===== src/rtl/core/tesp_pkg.sv =====
// shared types and constants for the tlb entry store and probe block
`default_nettype none

package tesp_pkg;

  localparam int ENTRIES_DEF = 32;
  localparam int IDX_MAX_W   = 6;
  localparam int TAG_W       = 40;
  localparam int PAGE_W      = 58;
  localparam int VPN_W       = 19;
  localparam int ASID_W      = 8;
  localparam int MASK_W      = 12;
  localparam int SEL_W       = 5;

  typedef enum logic [1:0] {
    CMD_READ   = 2'd0,
    CMD_WRITE  = 2'd1,
    CMD_RANDOM = 2'd2,
    CMD_PROBE  = 2'd3
  } cmd_t;

  // request travelling down the row of entry cells
  typedef struct packed {
    logic                  valid;
    logic                  is_read;
    logic                  is_probe;
    logic [SEL_W-1:0]      sel;
    logic [VPN_W-1:0]      key;
    logic [ASID_W-1:0]     asid;
    logic                  hit;
    logic [IDX_MAX_W-1:0]  hit_idx;
    logic [TAG_W-1:0]      rd_tag;
    logic [PAGE_W-1:0]     rd_page;
  } tesp_msg_t;

  // entry write broadcast to all cells
  typedef struct packed {
    logic                  en;
    logic [IDX_MAX_W-1:0]  idx;
    logic [TAG_W-1:0]      tag;
    logic [PAGE_W-1:0]     page;
  } tesp_wr_t;

endpackage

`default_nettype wire


===== src/rtl/core/tesp_cell.sv =====
// one tlb entry cell: holds an entry, matches and forwards the passing request
`default_nettype none

module tesp_cell import tesp_pkg::*; #(
  parameter int CELL_ID = 0
) (
  input  logic      clk,
  input  logic      rst,
  input  tesp_wr_t  wr,
  input  tesp_msg_t msg_in,
  output tesp_msg_t msg_out
);

  localparam logic [IDX_MAX_W-1:0] MY_IDX = IDX_MAX_W'(CELL_ID);

  logic [TAG_W-1:0]  tag;
  logic [PAGE_W-1:0] page;
  logic [MASK_W-1:0] mask;
  logic [VPN_W-1:0]  vpn;
  logic [ASID_W-1:0] asid;
  logic              glob;
  logic              match;
  tesp_msg_t         msg_next;

  always_ff @(posedge clk) begin
    if (rst) begin
      tag  <= '0;
      page <= '0;
    end else if (wr.en && wr.idx == MY_IDX) begin
      tag  <= wr.tag;
      page <= wr.page;
    end
  end

  assign mask = tag[39:28];
  assign vpn  = tag[27:9];
  assign asid = tag[8:1];
  assign glob = tag[0];

  // vpn2 compare outside the page mask, asid compare unless global
  assign match = (((vpn ^ msg_in.key) & ~{{(VPN_W-MASK_W){1'b0}}, mask}) == '0) &&
                 (glob || asid == msg_in.asid);

  always_comb begin
    msg_next = msg_in;
    if (msg_in.valid && msg_in.is_probe && !msg_in.hit && match) begin
      msg_next.hit     = 1'b1;
      msg_next.hit_idx = MY_IDX;
    end
    if (msg_in.valid && msg_in.is_read && {1'b0, msg_in.sel} == MY_IDX) begin
      msg_next.rd_tag  = tag;
      msg_next.rd_page = page;
    end
  end

  always_ff @(posedge clk) begin
    if (rst) begin
      msg_out <= '0;
    end else begin
      msg_out <= msg_next;
    end
  end

endmodule

`default_nettype wire


===== config.mk =====
export PLATFORM = sky130hd
export DESIGN_NAME = tesp_cell
export DESIGN_NICKNAME = d
export VERILOG_FILES = /design/src/rtl/core/tesp_pkg.sv /design/src/rtl/core/tesp_cell.sv
export SDC_FILE = /design/constraint.sdc
export NUM_CORES = 1
export LEC_CHECK = 0
export ABC_CLOCK_PERIOD_IN_PS = 2000
export BUFFER_PORTS_ARGS = -buffer_cell sky130_fd_sc_hd__clkbuf_2
export CORE_MARGIN = 3
export CORE_UTILIZATION = 25
export DETAILED_ROUTE_END_ITERATION = 7
export GPL_TIMING_DRIVEN = 0
export PLACE_DENSITY = 0.56
export SLEW_MARGIN = 5
export SYNTH_ARGS = -nofsm -noshare
export SYNTH_HDL_FRONTEND = slang
export SYNTH_SLANG_ARGS = --single-unit
export TNS_END_PERCENT = 30

===== constraint.sdc =====
create_clock -name clk -period 2 [get_ports clk]
set_input_delay 0.1 -clock clk [delete_from_list [all_inputs] [get_ports clk]]
set_output_delay 0.1 -clock clk [all_outputs]
set_load 0.005 [all_outputs]

# == Word-level counts from Yosys, hierarchy flattened ==
# Cells that the tools add are included.
# classes
n_mux,2
n_reduce_logical,13
n_eq_ne,1
bitwise,3
# op_table
cell,n
$mux W98,1
$and A19 B19 Y19,1
$logic_not A19 Y1,1
$not A12 Y19,1
$xor A19 B19 Y19,1
$eq A8 B8 Y1,1
$logic_and A1 B1 Y1,7
$mux W7,1
$logic_not A6 Y1,1
$logic_not A5 Y1,1
$reduce_or A2 Y1,1
$logic_not A1 Y1,1
$logic_or A1 B1 Y1,1
# word_totals
reg_bits,238
input_bits,247

# == Longest topological paths before layout ==
# logic_depth
depth_word,6
depth_mapped,7
mapped_depth_nobuf,4

# == Least setup slack after synthesis ==
# OpenSTA, ideal clock, no wires.
# synth_path
kind,register to register
startpoint,register tag[12]
endpoint,register msg_out[100] (netlist name)
stages_incl_launch_ff,5
path_buffers,0
arrival_ns,1.336
t_required_ns,1.837
synth_period_minus_slack_ns,1.499
setup_slack_ns,0.501
path_cell_list,dfxtp_1 xnor2_1 o22ai_1 nor4_1 a311oi_1
# synth_via
elab_chain_cells,6
# synth_lines
element,line_no,source
"start, declared",tesp_cell.sv:16,logic [TAG_W-1:0] tag;
"start signal, assigned",tesp_cell.sv:30,tag <= wr.tag;
$xor A19 B19 Y19,tesp_cell.sv:41,"assign match = (((vpn ^ msg_in.key) & ~{{(VPN_W-MASK_W){1'b0}}, mask}) == '0) &&"
$and A19 B19 Y19,tesp_cell.sv:41,
$logic_not A19 Y1,tesp_cell.sv:41,
$logic_and A1 B1 Y1,tesp_cell.sv:41,
$logic_and A1 B1 Y1,tesp_cell.sv:46,if (msg_in.valid && msg_in.is_probe && !msg_in.hit && match) begin
$reduce_or A2 Y1 (no line),-,
"end signal, assigned",tesp_cell.sv:60,msg_out <= msg_next;
"end, declared",tesp_cell.sv:11,output tesp_msg_t msg_out
# Every way passes these cells.
# A chain may end at the register's enable or synchronous reset.

# == Worst setup path after layout ==
# layout_path
startpoint,input rst
endpoint,register msg_out[69] (netlist name)
# layout_rtl
element,line_no,source
"start, declared",tesp_cell.sv:8,"input logic rst,"
# No word-level cell between the ends.

==> results_dict.tcl <==
set metrics [dict create \
    tns_ns 0 \
    dp.final_hpwl_microns 24500 \
    cts_sinks 238 \
    clk_latency_ns 0.54 \
    drive_above_1_share 0.273 \
    cts_tree "built" \
    worst_setup_path_start_kind "primary input" \
    finalPower_mw 11.5 \
    clkTransAtPathRegs_ns 0.06 \
    cp.arrival_ns 2.23 \
    synth_area_sq_um 8290 \
    final-setup-viol-count 0 \
    max_freq_ghz 0.543 \
    initial_core_util 0.254 \
    postSynthCellCount 1002 \
    fin_area_sq_um 14300 \
    min_path_type "primary input to flip-flop" \
    ys_ff_latch 238 \
    critical_path_class "primary input to flip-flop" \
    nNetsFinal 1922 \
    ys_seq_area_frac 0.574 \
    synth_edf_count 0 \
    tightest_slew_ns 1.16 \
    vdd_ir_drop_max_mv 0.739 \
    critPathMaxFanout 10 \
    die_w_microns 188 \
    p_leak_nw 6.36 \
    crit_path_end_kind "flip-flop" \
    htree_levels 1 \
    syn_nets 1249 \
    relSlewSlack 0.227 \
    maxCapViolCount 0 \
    port_buffers 385 \
    synth-warning-count 0 \
    cts.path.max_buffers 3 \
    placed_area_sq_um 10800 \
    gp_congestion 0.879 \
    status "completed" \
    grt_antenna_before_repair 2 \
    grt_pass1_wl_microns 53900 \
    core_area_sq_um 32600 \
    synth.avg_cell_area_sq_um 8.28 \
    grt_pass1_vias 9837 \
    grt_usage 0.191 \
    power.density_nw_per_um2 800 \
    drt_iter0_drc 400 \
    antenna_left 0 \
    utilization 0.440 \
    die_y_microns 188 \
    yosysTopAreaCellShare 0.574 \
    wl_per_cell_microns 16.5 \
    ioPinCount 387 \
    drt_first_pass_iters 5 \
    rows 66 \
    clock_skew_ns 0.0166 \
    vias 9407 \
    vias_per_cell 4.40 \
    yosysMostFrequentCell "nand2_1" \
    post-route-period-util 0.920 \
    cp.required_ns 2.39 \
    min_period_ns 1.84 \
    synthArstFlopShare 0 \
    finalWirelength_microns 35400 \
    yosysTopAreaCell "dfxtp_1" \
    ys.flop_type "dfxtp_1" \
    synth_area_leaders "dfxtp_1 (57%), nand2_1 (18%), a21oi_1 (12%)" \
    rsz0062_at_grt "true" \
    hold_viol_final 0 \
    cts_buffers 27 \
    synthDistinctLibCells 24 \
    synth_common_cells "nand2_1 (393), dfxtp_1 (238), a21oi_1 (196)" \
    drc 0 \
    area_delta_synth_final_pct 73.0 \
    grt_max_degree 14 \
    die-area_sq_um 35400 \
    overflow 0 \
    cts-root-buf "clkbuf_16" \
    slew_viol_final 0 \
]
-- per-stage QoR --
stage | hold slack, ns | setup slack (ns) | std cells
6_report | 0.0392 | 0.159 | 2139
5_1_grt | 0.0646 | -0.00467 | 2139
4_1_cts | 0.00462 | 0.0356 | 2135
3_5_place_dp | 0.317 | -0.571 | 1829
3_3_place_gp | 0.325 | -0.616 | 1829
2_1_floorplan | 0.218 | 0.501 | 1002
-- final cells by class --
class	instances	area [sq um]
antenna	1	2.50
buffer	68	312
clock buffer	38	787
clock inverter	12	174
fill	3141	18300
inverter	7	26.3
multi-input combinational	689	3220
sequential	238	4760
tap	442	553
timing repair buffer	644	4510
-- critical path, cell delays in order --
cell and delay [ns]:
clkbuf_1 0.54, clkbuf_1 0.92, clkbuf_1 0.50, a21oi_1 0.15
-- flip-flops by register name (all words and copies together) (netlist names) --
| register | cells |
|---|---|
| tag | 40 |
| msg_out | 140 |
| page | 58 |
-- where the power goes --
group          internal, mW  switching (mW)
clock network          3.26            2.04
registers              4.90          0.0545
logic                 0.708           0.517
total                  8.87            2.61
-- per-layer routing --
layer / part of all wire / vias to the layer above / wire, microns / track usage
met5: 0 / - / 0 / 0
met4: 0.041 / 0 / 1450 / 0.0739
met3: 0.071 / 78 / 2520 / 0.0417
met2: 0.48 / 419 / 17100 / 0.333
met1: 0.41 / 4318 / 14400 / 0.230
li1: - / 4592 / - / -
-- logic make-up after synthesis --
group,Yosys count,synth area share
compound gates,216,0.136
xor+xnor,27,0.0285
buf+inv,75,0.0407
flops,238,0.574
simple gates,446,0.220
-- final timing paths --
| kind | from | end | cells after the start | slack (ns) |
|---|---|---|---|---|
| max | rst | msg_out[69]$_SDFF_PP0_ | 4 | 0.16 |
| min | rst | msg_out[122]$_SDFF_PP0_ | 2 | 0.04 |
| max reg2reg | tag[9]$_SDFFE_PP0P_ | msg_out[102]$_SDFF_PP0_ | 4 | 0.19 |
| min reg2reg | page[40]$_SDFFE_PP0P_ | msg_out[40]$_SDFF_PP0_ | 2 | 0.45 |
-- cell usage in the layout (no fill, tap or decap), types with 7 or more instances in the layout --
cell type,count
nand2_1,393
clkbuf_2,385
dlygate4sd3_1,256
dfxtp_1,238
a21oi_1,196
clkbuf_1,46
nor2b_1,36
clkbuf_16,27
buf_2,21
xnor2_1,21
o22ai_1,12
inv_1,7
clkbuf_8,7
-- what timing repair did --
| action | in CTS | in global routing |
|---|---|---|
| pin swaps | 0 | 1 |
| hold endpoints to repair | 238 | 0 |
| hold buffers | 256 | 0 |
| gates resized for setup | 2 | 0 |
| buffers inserted | 0 | 3 |
| endpoints found under the setup margin | 6 | 22 |
No activity file was read; power rests on OpenSTA's default activity.
