--- src/rtl/core/tesp_pkg.sv ---
// shared types and constants for the tlb entry store and probe block
`default_nettype none

package tesp_pkg;

  localparam int ENTRIES_DEF = 32;
  localparam int IDX_MAX_W   = 6;
  localparam int TAG_W       = 40;
  localparam int PAGE_W      = 58;
  localparam int VPN_W       = 19;
  localparam int ASID_W      = 8;
  localparam int MASK_W      = 12;
  localparam int SEL_W       = 5;

  typedef enum logic [1:0] {
    CMD_READ   = 2'd0,
    CMD_WRITE  = 2'd1,
    CMD_RANDOM = 2'd2,
    CMD_PROBE  = 2'd3
  } cmd_t;

  // request travelling down the row of entry cells
  typedef struct packed {
    logic                  valid;
    logic                  is_read;
    logic                  is_probe;
    logic [SEL_W-1:0]      sel;
    logic [VPN_W-1:0]      key;
    logic [ASID_W-1:0]     asid;
    logic                  hit;
    logic [IDX_MAX_W-1:0]  hit_idx;
    logic [TAG_W-1:0]      rd_tag;
    logic [PAGE_W-1:0]     rd_page;
  } tesp_msg_t;

  // entry write broadcast to all cells
  typedef struct packed {
    logic                  en;
    logic [IDX_MAX_W-1:0]  idx;
    logic [TAG_W-1:0]      tag;
    logic [PAGE_W-1:0]     page;
  } tesp_wr_t;

endpackage

`default_nettype wire

--- src/rtl/core/tesp_div.sv ---
// bit-serial restoring remainder unit for the random replacement choice
`default_nettype none

module tesp_div import tesp_pkg::*; (
  input  logic        clk,
  input  logic        rst,
  input  logic        start,
  input  logic [30:0] dividend,
  input  logic [5:0]  divisor,
  output logic        done,
  output logic [5:0]  rem
);

  logic [30:0] dvd;
  logic [4:0]  cnt;
  logic        busy;
  logic [6:0]  trial;
  logic [6:0]  diff;

  assign trial = {rem, dvd[30]};
  assign diff  = trial - {1'b0, divisor};

  always_ff @(posedge clk) begin
    if (rst) begin
      busy <= 1'b0;
      done <= 1'b0;
    end else begin
      done <= 1'b0;
      if (start) begin
        busy <= 1'b1;
      end else if (busy && cnt == '0) begin
        busy <= 1'b0;
        done <= 1'b1;
      end
    end
  end

  always_ff @(posedge clk) begin
    if (start) begin
      dvd <= dividend;
      rem <= '0;
      cnt <= 5'd30;
    end else if (busy) begin
      dvd <= {dvd[29:0], 1'b0};
      cnt <= cnt - 5'd1;
      if (trial >= {1'b0, divisor}) begin
        rem <= diff[5:0];
      end else begin
        rem <= trial[5:0];
      end
    end
  end

  a_rem_below_divisor: assert property (@(posedge clk) disable iff (rst)
    done |-> rem < divisor)
    else $error("remainder not below divisor");

endmodule

`default_nettype wire

--- config.mk ---
export PLATFORM = sky130hd
export DESIGN_NAME = tesp_div
export DESIGN_NICKNAME = d
export VERILOG_FILES = /design/src/rtl/core/tesp_pkg.sv /design/src/rtl/core/tesp_div.sv
export SDC_FILE = /design/constraint.sdc
export NUM_CORES = 1
export LEC_CHECK = 0
export BUFFER_PORTS_ARGS = -buffer_cell sky130_fd_sc_hd__buf_4
export CAP_MARGIN = 40
export CORE_MARGIN = 5
export CORE_UTILIZATION = 31
export CTS_CLUSTER_SIZE = 25
export DETAILED_ROUTE_END_ITERATION = 16
export PLACE_DENSITY = 0.54
export SYNTH_ARGS = -nofsm -noshare
export SYNTH_HDL_FRONTEND = slang
export SYNTH_SLANG_ARGS = --single-unit
--- constraint.sdc ---
create_clock -name clk -period 1.77 [get_ports clk]
set_input_delay 0.354 -clock clk [delete_from_list [all_inputs] [get_ports clk]]
set_output_delay 0.354 -clock clk [all_outputs]
set_load 0.01 [all_outputs]
Word-level counts from Yosys, hierarchy flattened
Index checks and enable logic that the tools add are counted.
{"block": "op_classes", "div_mod_pow": 0, "add_sub_neg": 2, "muxes": 6, "bitwise": 0, "eq_ne": 0, "n_shift": 0, "n_reduce_logical": 5, "n_mul": 0, "order_cmp": 1}
{"cell": "2-to-1 mux 31 bit", "count": 2}
{"cell": "greater-or-equal comparator 7 x 6 -> 1 bit", "count": 1}
{"cell": "2-to-1 mux 6 bit", "count": 1}
{"cell": "subtractor 6 bit", "count": 1}
{"cell": "zero test 5 bit", "count": 1}
{"cell": "subtractor 5 x 1 -> 5 bit (second input constant)", "count": 1}
{"cell": "nonzero test 2 bit", "count": 2}
{"cell": "2-to-1 mux 1 bit", "count": 3}
{"cell": "OR reduction 2 bit", "count": 1}
{"cell": "logical AND 1 bit", "count": 1}
{"block": "word_totals", "regBits": 44, "latchBits": 0, "output_inout_bits": 7, "romBits": 0, "input_bits": 40, "wordCells": 19, "ramBits": 0, "mem_count": 0}

Depth between registers and ports, before layout
Gate-level depths: netlist (run 1).
{"block": "depth", "depth_word": 4, "depth_mapped": 8, "ltp_nobuf": 8}

Worst setup path after synthesis (run 1)
OpenSTA, ideal clock, no wires.
{"block": "synth_path", "path_type": "input-to-reg", "start": "input start", "end": "register dvd[0], enable pin", "required_ps": 1384, "arrival_time_ps": 1474, "slack_ps": -91, "path_stages": 4, "setup_time_ps": 386, "path_buffers": 2, "path_cell_list": "clkbuf_1 > buf_2 > nor2_1 > inv_1"}
{"block": "synth_via", "elab_chain_cells": 1}
{"item": "start, declared", "line_no": "tesp_div.sv:7", "text": "input logic start,"}
{"item": "nonzero test 2 bit (no source line)"}
{"item": "end signal, assigned", "line_no": "tesp_div.sv:40", "text": "dvd <= dividend;"}
{"item": "end signal, assigned", "line_no": "tesp_div.sv:44", "text": "dvd <= {dvd[29:0], 1'b0};"}
{"item": "end, declared", "line_no": "tesp_div.sv:14", "text": "logic [30:0] dvd;"}
No other way between the ends.
A chain may end at the register's enable or synchronous reset.

Final worst setup path (run 1)
{"block": "layout_path", "start": "register dvd[30]", "end": "register rem[1]"}
{"block": "layout_via", "elab_chain_cells": 2, "word_cells_on_any_way": 3, "classes_between": "1 x add/sub; 1 x order compare; 1 x mux"}
{"item": "subtractor 6 bit / greater-or-equal comparator 7 x 6 -> 1 bit (equally long branches)", "line_no": "tesp_div.sv:21, tesp_div.sv:46"}
{"item": "2-to-1 mux 6 bit (*)", "line_no": "tesp_div.sv:46", "text": "if (trial >= {1'b0, divisor}) begin"}
{"item": "end signal, assigned", "line_no": "tesp_div.sv:47", "text": "rem <= diff[5:0];"}
{"item": "end signal, assigned", "line_no": "tesp_div.sv:49", "text": "rem <= trial[5:0];"}
{"item": "end, declared", "line_no": "tesp_div.sv:11", "text": "output logic [5:0] rem"}
Mark *: on every way between the ends. The rest lies on a longest branch, timed or not.

==> results of run 1 <==
==> cell usage in the layout, fill, tap and decap left out, types with 2 or more instances in the layout <==
cell	Yosys	routed
nand2b_1	9	7
nand2b_4	0	2
mux2_2	30	30
nor2_1	10	9
clkbuf_1	3	2
a21oi_4	1	2
nand3_1	5	5
ha_1	9	7
xor2_1	3	3
and3_1	2	2
xnor2_1	3	3
nand2_1	8	8
dfxtp_1	13	13
inv_1	11	9
o21ai_0	2	2
a21oi_1	7	5
buf_4	0	62
o211ai_1	2	2
edfxtp_1	31	31
clkbuf_8	0	5
nor3_1	2	2
==> critical path: stages, from the launching register on <==
cell,delay [ns]
edfxtp_1,0.41
inv_2,0.08
buf_4,0.10
buf_6,0.08
ha_4,0.18
nand2b_4,0.14
a21oi_4,0.16
o211ai_4,0.12
and2_4,0.20
o311ai_2,0.25
==> power breakdown <==
| part | internal, mW | switching (mW) |
|---|---|---|
| clock | 0.275 | 0.324 |
| sequential | 1.21 | 0.0345 |
| combinational | 0.271 | 0.204 |
| total | 1.76 | 0.562 |
==> registers in the layout (all words and copies together), names as in the netlist <==
signal and cells:
busy 1, cnt 5, done 1, dvd 31, rem 6
==> cells by family after synthesis <==
kind of cell / share of synthesized area
simple gates: 0.1052
flops: 0.5412
mux: 0.1535
compound gates: 0.08300
buf+inv: 0.03297
fa+ha+maj: 0.06026
xor+xnor: 0.02388
==> metal layers <==
layer,wire length (microns),GRT usage,part of all wire
met4,38,0.03610,0.0089
met3,190,0.02564,0.045
met5,0,0,0
met1,1882,0.1256,0.44
met2,2158,0.1613,0.51
==> metrics by stage <==
stage,std cells,hold slack (ns)
2_1_floorplan,173,0.4264
3_3_place_gp,325,0.4875
3_5_place_dp,325,0.4933
4_1_cts,333,0.2211
5_1_grt,334,0.2155
6_report,334,0.2275
==> cell type report <==
| class | count | area (sq um) | area share |
|---|---|---|---|
| inverter | 11 | 45.04 | 0.01542 |
| multi-input combinational | 111 | 987.2 | 0.3380 |
| timing repair buffer | 64 | 496.7 | 0.1701 |
| clock inverter | 1 | 3.754 | 0.001285 |
| sequential | 44 | 1191 | 0.4079 |
| clock buffer | 7 | 76.32 | 0.02614 |
| tap | 96 | 120.1 | 0.04113 |
==> path summary, 6_finish.rpt <==
path	from	endpoint	slack [ns]	cells after the start
max reg2reg	dvd[30]	rem[1]	-0.04	9
min	rst	busy	0.23	2
min reg2reg	cnt[4]	cnt[4]	0.51	2
max	dvd[30]	rem[1]	-0.04	9
==> timing repair <==
action	CTS	global route
setup endpoints to repair	4	5
pin swaps	3	7
gates resized for setup	4	4
hold endpoints to repair	0	0
buffers inserted	0	1
==> out/results.ini, run 1 <==
[timing]
slew_viol_final=0
fin_tns_setup_ns=-0.08362
rsz0062_at_grt=true
worstMarginPinSlew_ns=0.4158
period_needed_ns=1.812
fin_skew_ns=0.003873
setup_violations=3
worst_slack_ns=-0.04204
fmax_ghz=0.5519
slew_headroom=0.7224
hold_viol=0
timing.final.crit_share=1.024

[route]
routedWlPerCell_microns=12.78
drc=0
routed_wl_mm=4.269
vias_per_cell=4.428
ant_nets=0
vias=1479
dr.pass1.iters=4
drt_iter0_drc=37

[cts]
clkTransAtPathRegs_ns=0.08
root_buffer=clkbuf_8
cts_tree=yes
clockBufferDepth=2
ctsHoldBuffers=0
htreeDepth=2
clock_latency_ns=0.29
cts_made_buffers=5
clock-sinks=44

[cells_and_area]
fin_nets=287
stdcell_area_sq_um=2920
drive_gt1_frac=0.4832
fin_util=0.4251
fillers=662
syn2layout_area_growth_pct=32.69
antenna_cells=0

[placement]
pre_cts_ws_ns=-0.1936
dpl.hpwl_mm=3.126
postPlaceCellArea_sq_um=2793
portBuffers=46
place_congestion=0.7430

[synth]
synth.most_common_cell=edfxtp_1
ys_top_cells_by_count=edfxtp_1, mux2_2, dfxtp_1
ys_seq_area_frac=0.5412
synth_cells=173
ys_types=37
synth_edf_count=31
netlist_area_sq_um=2201
synth_warnings=0
synth_area_leaders=edfxtp_1, mux2_2, dfxtp_1
synth_nets=223
synth_top_area_cell=edfxtp_1
synth_flop_cell=edfxtp_1
synth_top_area_frac=0.4230
async_reset_ff_frac=0
synth_seq_cells=44
synth.avg_cell_area_sq_um=12.72

[floorplanning]
num_rows=30
fp.dieW_microns=94.26
ios=47
start_util=0.3204
die_area_sq_um=8885
fp.coreArea_sq_um=6869
fp.dieH_microns=94.26

[global_routing]
grt_max_degree=33
globalRouteTotalUtil=0.09896
grt_overflow_total=0
grt_pass1_wl_mm=6.837
grt_pass1_vias=1502
antenna_found_initial=0

[pwr]
ir_worst_vdd_mv=0.3571
total_power_mw=2.321
leakagePower_nw=1.191
powerDensity_nw_per_um2=794.7

[setup_path]
cp_max_fo=6
worstSetupStartpointType=flop
crit_required_ns=1.98
end_kind=flop
critical_path_class=reg -> reg
worstPathArrival_ns=2.02

[run]
cap_violations=0

[min_path]
hold_class=in -> reg

[status]
violations=setup timing
status=finished, violations left

Power figures use the tool's default switching activity.
==> inputs of run 2 (changes only) <==
==> constraint.sdc (replaced) <==
create_clock -name clk -period 1.6 [get_ports clk]
set_input_delay 0.32 -clock clk [delete_from_list [all_inputs] [get_ports clk]]
set_output_delay 0.32 -clock clk [all_outputs]
set_load 0.01 [all_outputs]
==> run 2 against run 1 <==
The flow still finishes with violations (setup timing). Wire length rose by 6.2%. Global-route usage rose by 0.58 points. Combinational power rose by 23%. Maximum frequency rose by 1.8%. Count of clock-buffer cells in the layout fell by 1. Worst setup slack got worse by 0.14 ns. Worst hold slack got worse by 0.028 ns. Clock power rose by 9.3%. Critical path type unchanged.
==> out/results.ini, run 2 (synthesis results as in run 1) <==
[setup_path]
reg2regPathDepth=8  ; -1
r2r_end=rem[4]
path_buf_inv=2  ; -1
ff2ff_setup_slack_ns=-0.18  ; -0.14 ns
crit_required_ns=1.81  ; -0.17 ns
path_cells=inv_2 > buf_4 > ha_4 > nand2b_4 > a21oi_4 > o211ai_4 > a21bo_1 > a311oi_2
end_kind=flop
worstPathArrival_ns=1.99  ; -0.03 ns
cp_max_fo=6  ; unchanged
crit_family=compound AO/OA/AOI/OAI gates
rr_startpoint=dvd[30]
critical_path_class=reg -> reg
crit_path_max_incr_delay_ns=0.42  ; about the same
worstSetupStartpointType=flop
crit_path_top_delay_cell=edfxtp_1

[route]
drc=0  ; unchanged
drt_iter0_drc=50  ; +35%
wl_met1_mm=1.925  ; +2.3%
dr_wl_met3_microns=235  ; +24%
ant_nets=0  ; unchanged
routed_wl_mm=4.534  ; +6.2%
vias=1517  ; +2.6%
highest_layer=met4
wl_met2_mm=2.275  ; +5.4%
vias_per_cell=4.462  ; +0.76%
routedWlPerCell_microns=13.34  ; +4.3%
dr.pass1.iters=4  ; unchanged

[min_path]
hold_class=in -> reg
holdPathEnd=busy
hold_start=rst
hold_depth=2  ; unchanged

[placement]
portBuffers=46  ; unchanged
postPlaceCellArea_sq_um=2879  ; +3.1%
post-place-cells=330  ; +1.5%
place_congestion=0.7868  ; +5.9%
dpl.hpwl_mm=3.316  ; +6.1%

[floorplanning]
fp.dieH_microns=94.26  ; unchanged
start_util=0.3204  ; unchanged
fp.dieW_microns=94.26  ; unchanged
fp.coreArea_sq_um=6869  ; unchanged
ios=47  ; unchanged
num_rows=30  ; unchanged
die_area_sq_um=8885  ; unchanged

[pwr]
p_switching_uw=645.8  ; +15%
pwr-share-comb=0.223  ; +0.018
clockPowerShare=0.250  ; -0.008
powerDensity_nw_per_um2=860.9  ; +8.3%
p_int_mw=1.971  ; +12%
sw_frac_of_total=0.2468  ; +0.004567
seqPwrFrac=0.527  ; -0.010
ir_worst_vdd_mv=0.3524  ; -1.3%
total_power_mw=2.616  ; +13%
leakagePower_nw=1.236  ; +3.8%

[timing]
fin_skew_ns=0.01046  ; +0.006584 ns
period_needed_ns=1.781  ; -0.03124 ns
slew_headroom=0.7851  ; +0.06267
timing.final.crit_share=1.113  ; +0.08925
setup_violations=5  ; +2
fin_tns_setup_ns=-0.6275  ; -0.5439 ns
worstMarginPinSlew_ns=0.3178  ; -0.09791 ns
fmax_ghz=0.5615  ; +1.8%
hold_viol=0  ; unchanged
worst_slack_ns=-0.1808  ; -0.1388 ns
rsz0062_at_grt=true
slew_viol_final=0  ; unchanged

[cells_and_area]
antenna_cells=0  ; unchanged
drive_gt1_frac=0.5246  ; +0.04140
largest_register=dvd
most-common-layout-cells=buf_4, edfxtp_1, mux2_2
mostFrequentLayoutCell=buf_4
largest_reg_flops=31  ; unchanged
syn2layout_area_growth_pct=38.09
stdcell_area_sq_um=3039  ; +4.1%
final_cells=340  ; +1.8%
top_regs=dvd: 31 flops, rem: 6 flops, cnt: 5 flops
fin_nets=293  ; +2.1%

[global_routing]
grt_pass1_vias=1570  ; +4.5%
grt_overflow_total=0  ; unchanged
antenna_found_initial=0  ; unchanged
grt_pass1_wl_mm=7.210  ; +5.5%
globalRouteTotalUtil=0.1047  ; +0.005792
grt_max_degree=31  ; -6.1%

[status]
violations=setup timing
status=finished, violations left

[cts]
clock-sinks=44  ; unchanged
cts_tree=yes
cts_made_buffers=5  ; unchanged
htreeDepth=2  ; unchanged
clkTransAtPathRegs_ns=0.08  ; about the same
clock_latency_ns=0.29  ; about the same
ctsHoldBuffers=0  ; unchanged
clockBufferDepth=2  ; unchanged
root_buffer=clkbuf_8

[run]
cap_violations=0  ; unchanged

## run 2: worst max path at each step
stage / from / end / slack, ns / cells after the start
4_1_cts: dvd[30] / rem[4] / -0.15 / 8
3_5_place_dp: divisor[0] / rem[4] / -0.23 / 8
6_report: dvd[30] / rem[4] / -0.18 / 8
5_1_grt: dvd[30] / rem[4] / -0.27 / 8
2_1_floorplan: rem[4] / rem[4] / -0.07 / 5
3_3_place_gp: divisor[0] / rem[4] / -0.19 / 8
## run 2: stage by stage
| stage | utilization | setup slack [ns] | hold slack (ns) |
|---|---|---|---|
| floorplan | - | -0.07348 | 0.3924 |
| global placement | 0.4191 | -0.1851 | 0.4831 |
| detailed placement | 0.4191 | -0.2265 | 0.4903 |
| CTS | 0.4375 | -0.1462 | 0.1869 |
| global route | 0.4424 | -0.2660 | 0.1808 |
| finish | 0.4424 | -0.1808 | 0.1992 |
## run 2: what timing repair did
action	4_1_cts	5_1_grt
setup endpoints to repair	6	6
pin swaps	7	4
hold endpoints to repair	0	0
setup buffers	1	1
resized for setup	7	4
## run 2: area by class of cell
class,instances,area (sq um)
Multi-Input combinational cell,111,1039
Sequential cell,44,1192
Tap cell,96,120.1
Timing Repair Buffer,70,563.0
Clock buffer,6,72.57
Clock inverter,2,7.507
Inverter,11,45.04
Fill cell,661,3830
## run 2: routing by layer
layer  up-vias  GRT usage
met5         -          0
li1        762          -
met4         0    0.04212
met1       710     0.1253
met3         9    0.02885
met2        36     0.1767
## run 2: power by group through the flow
stage	logic, mW	registers [mW]	clock network [mW]
global route	0.631	1.39	0.756
detailed placement	0.539	1.41	0
global placement	0.531	1.40	0
CTS	0.568	1.38	0.691
finish	0.583	1.38	0.655
floorplan	0.303	1.40	0
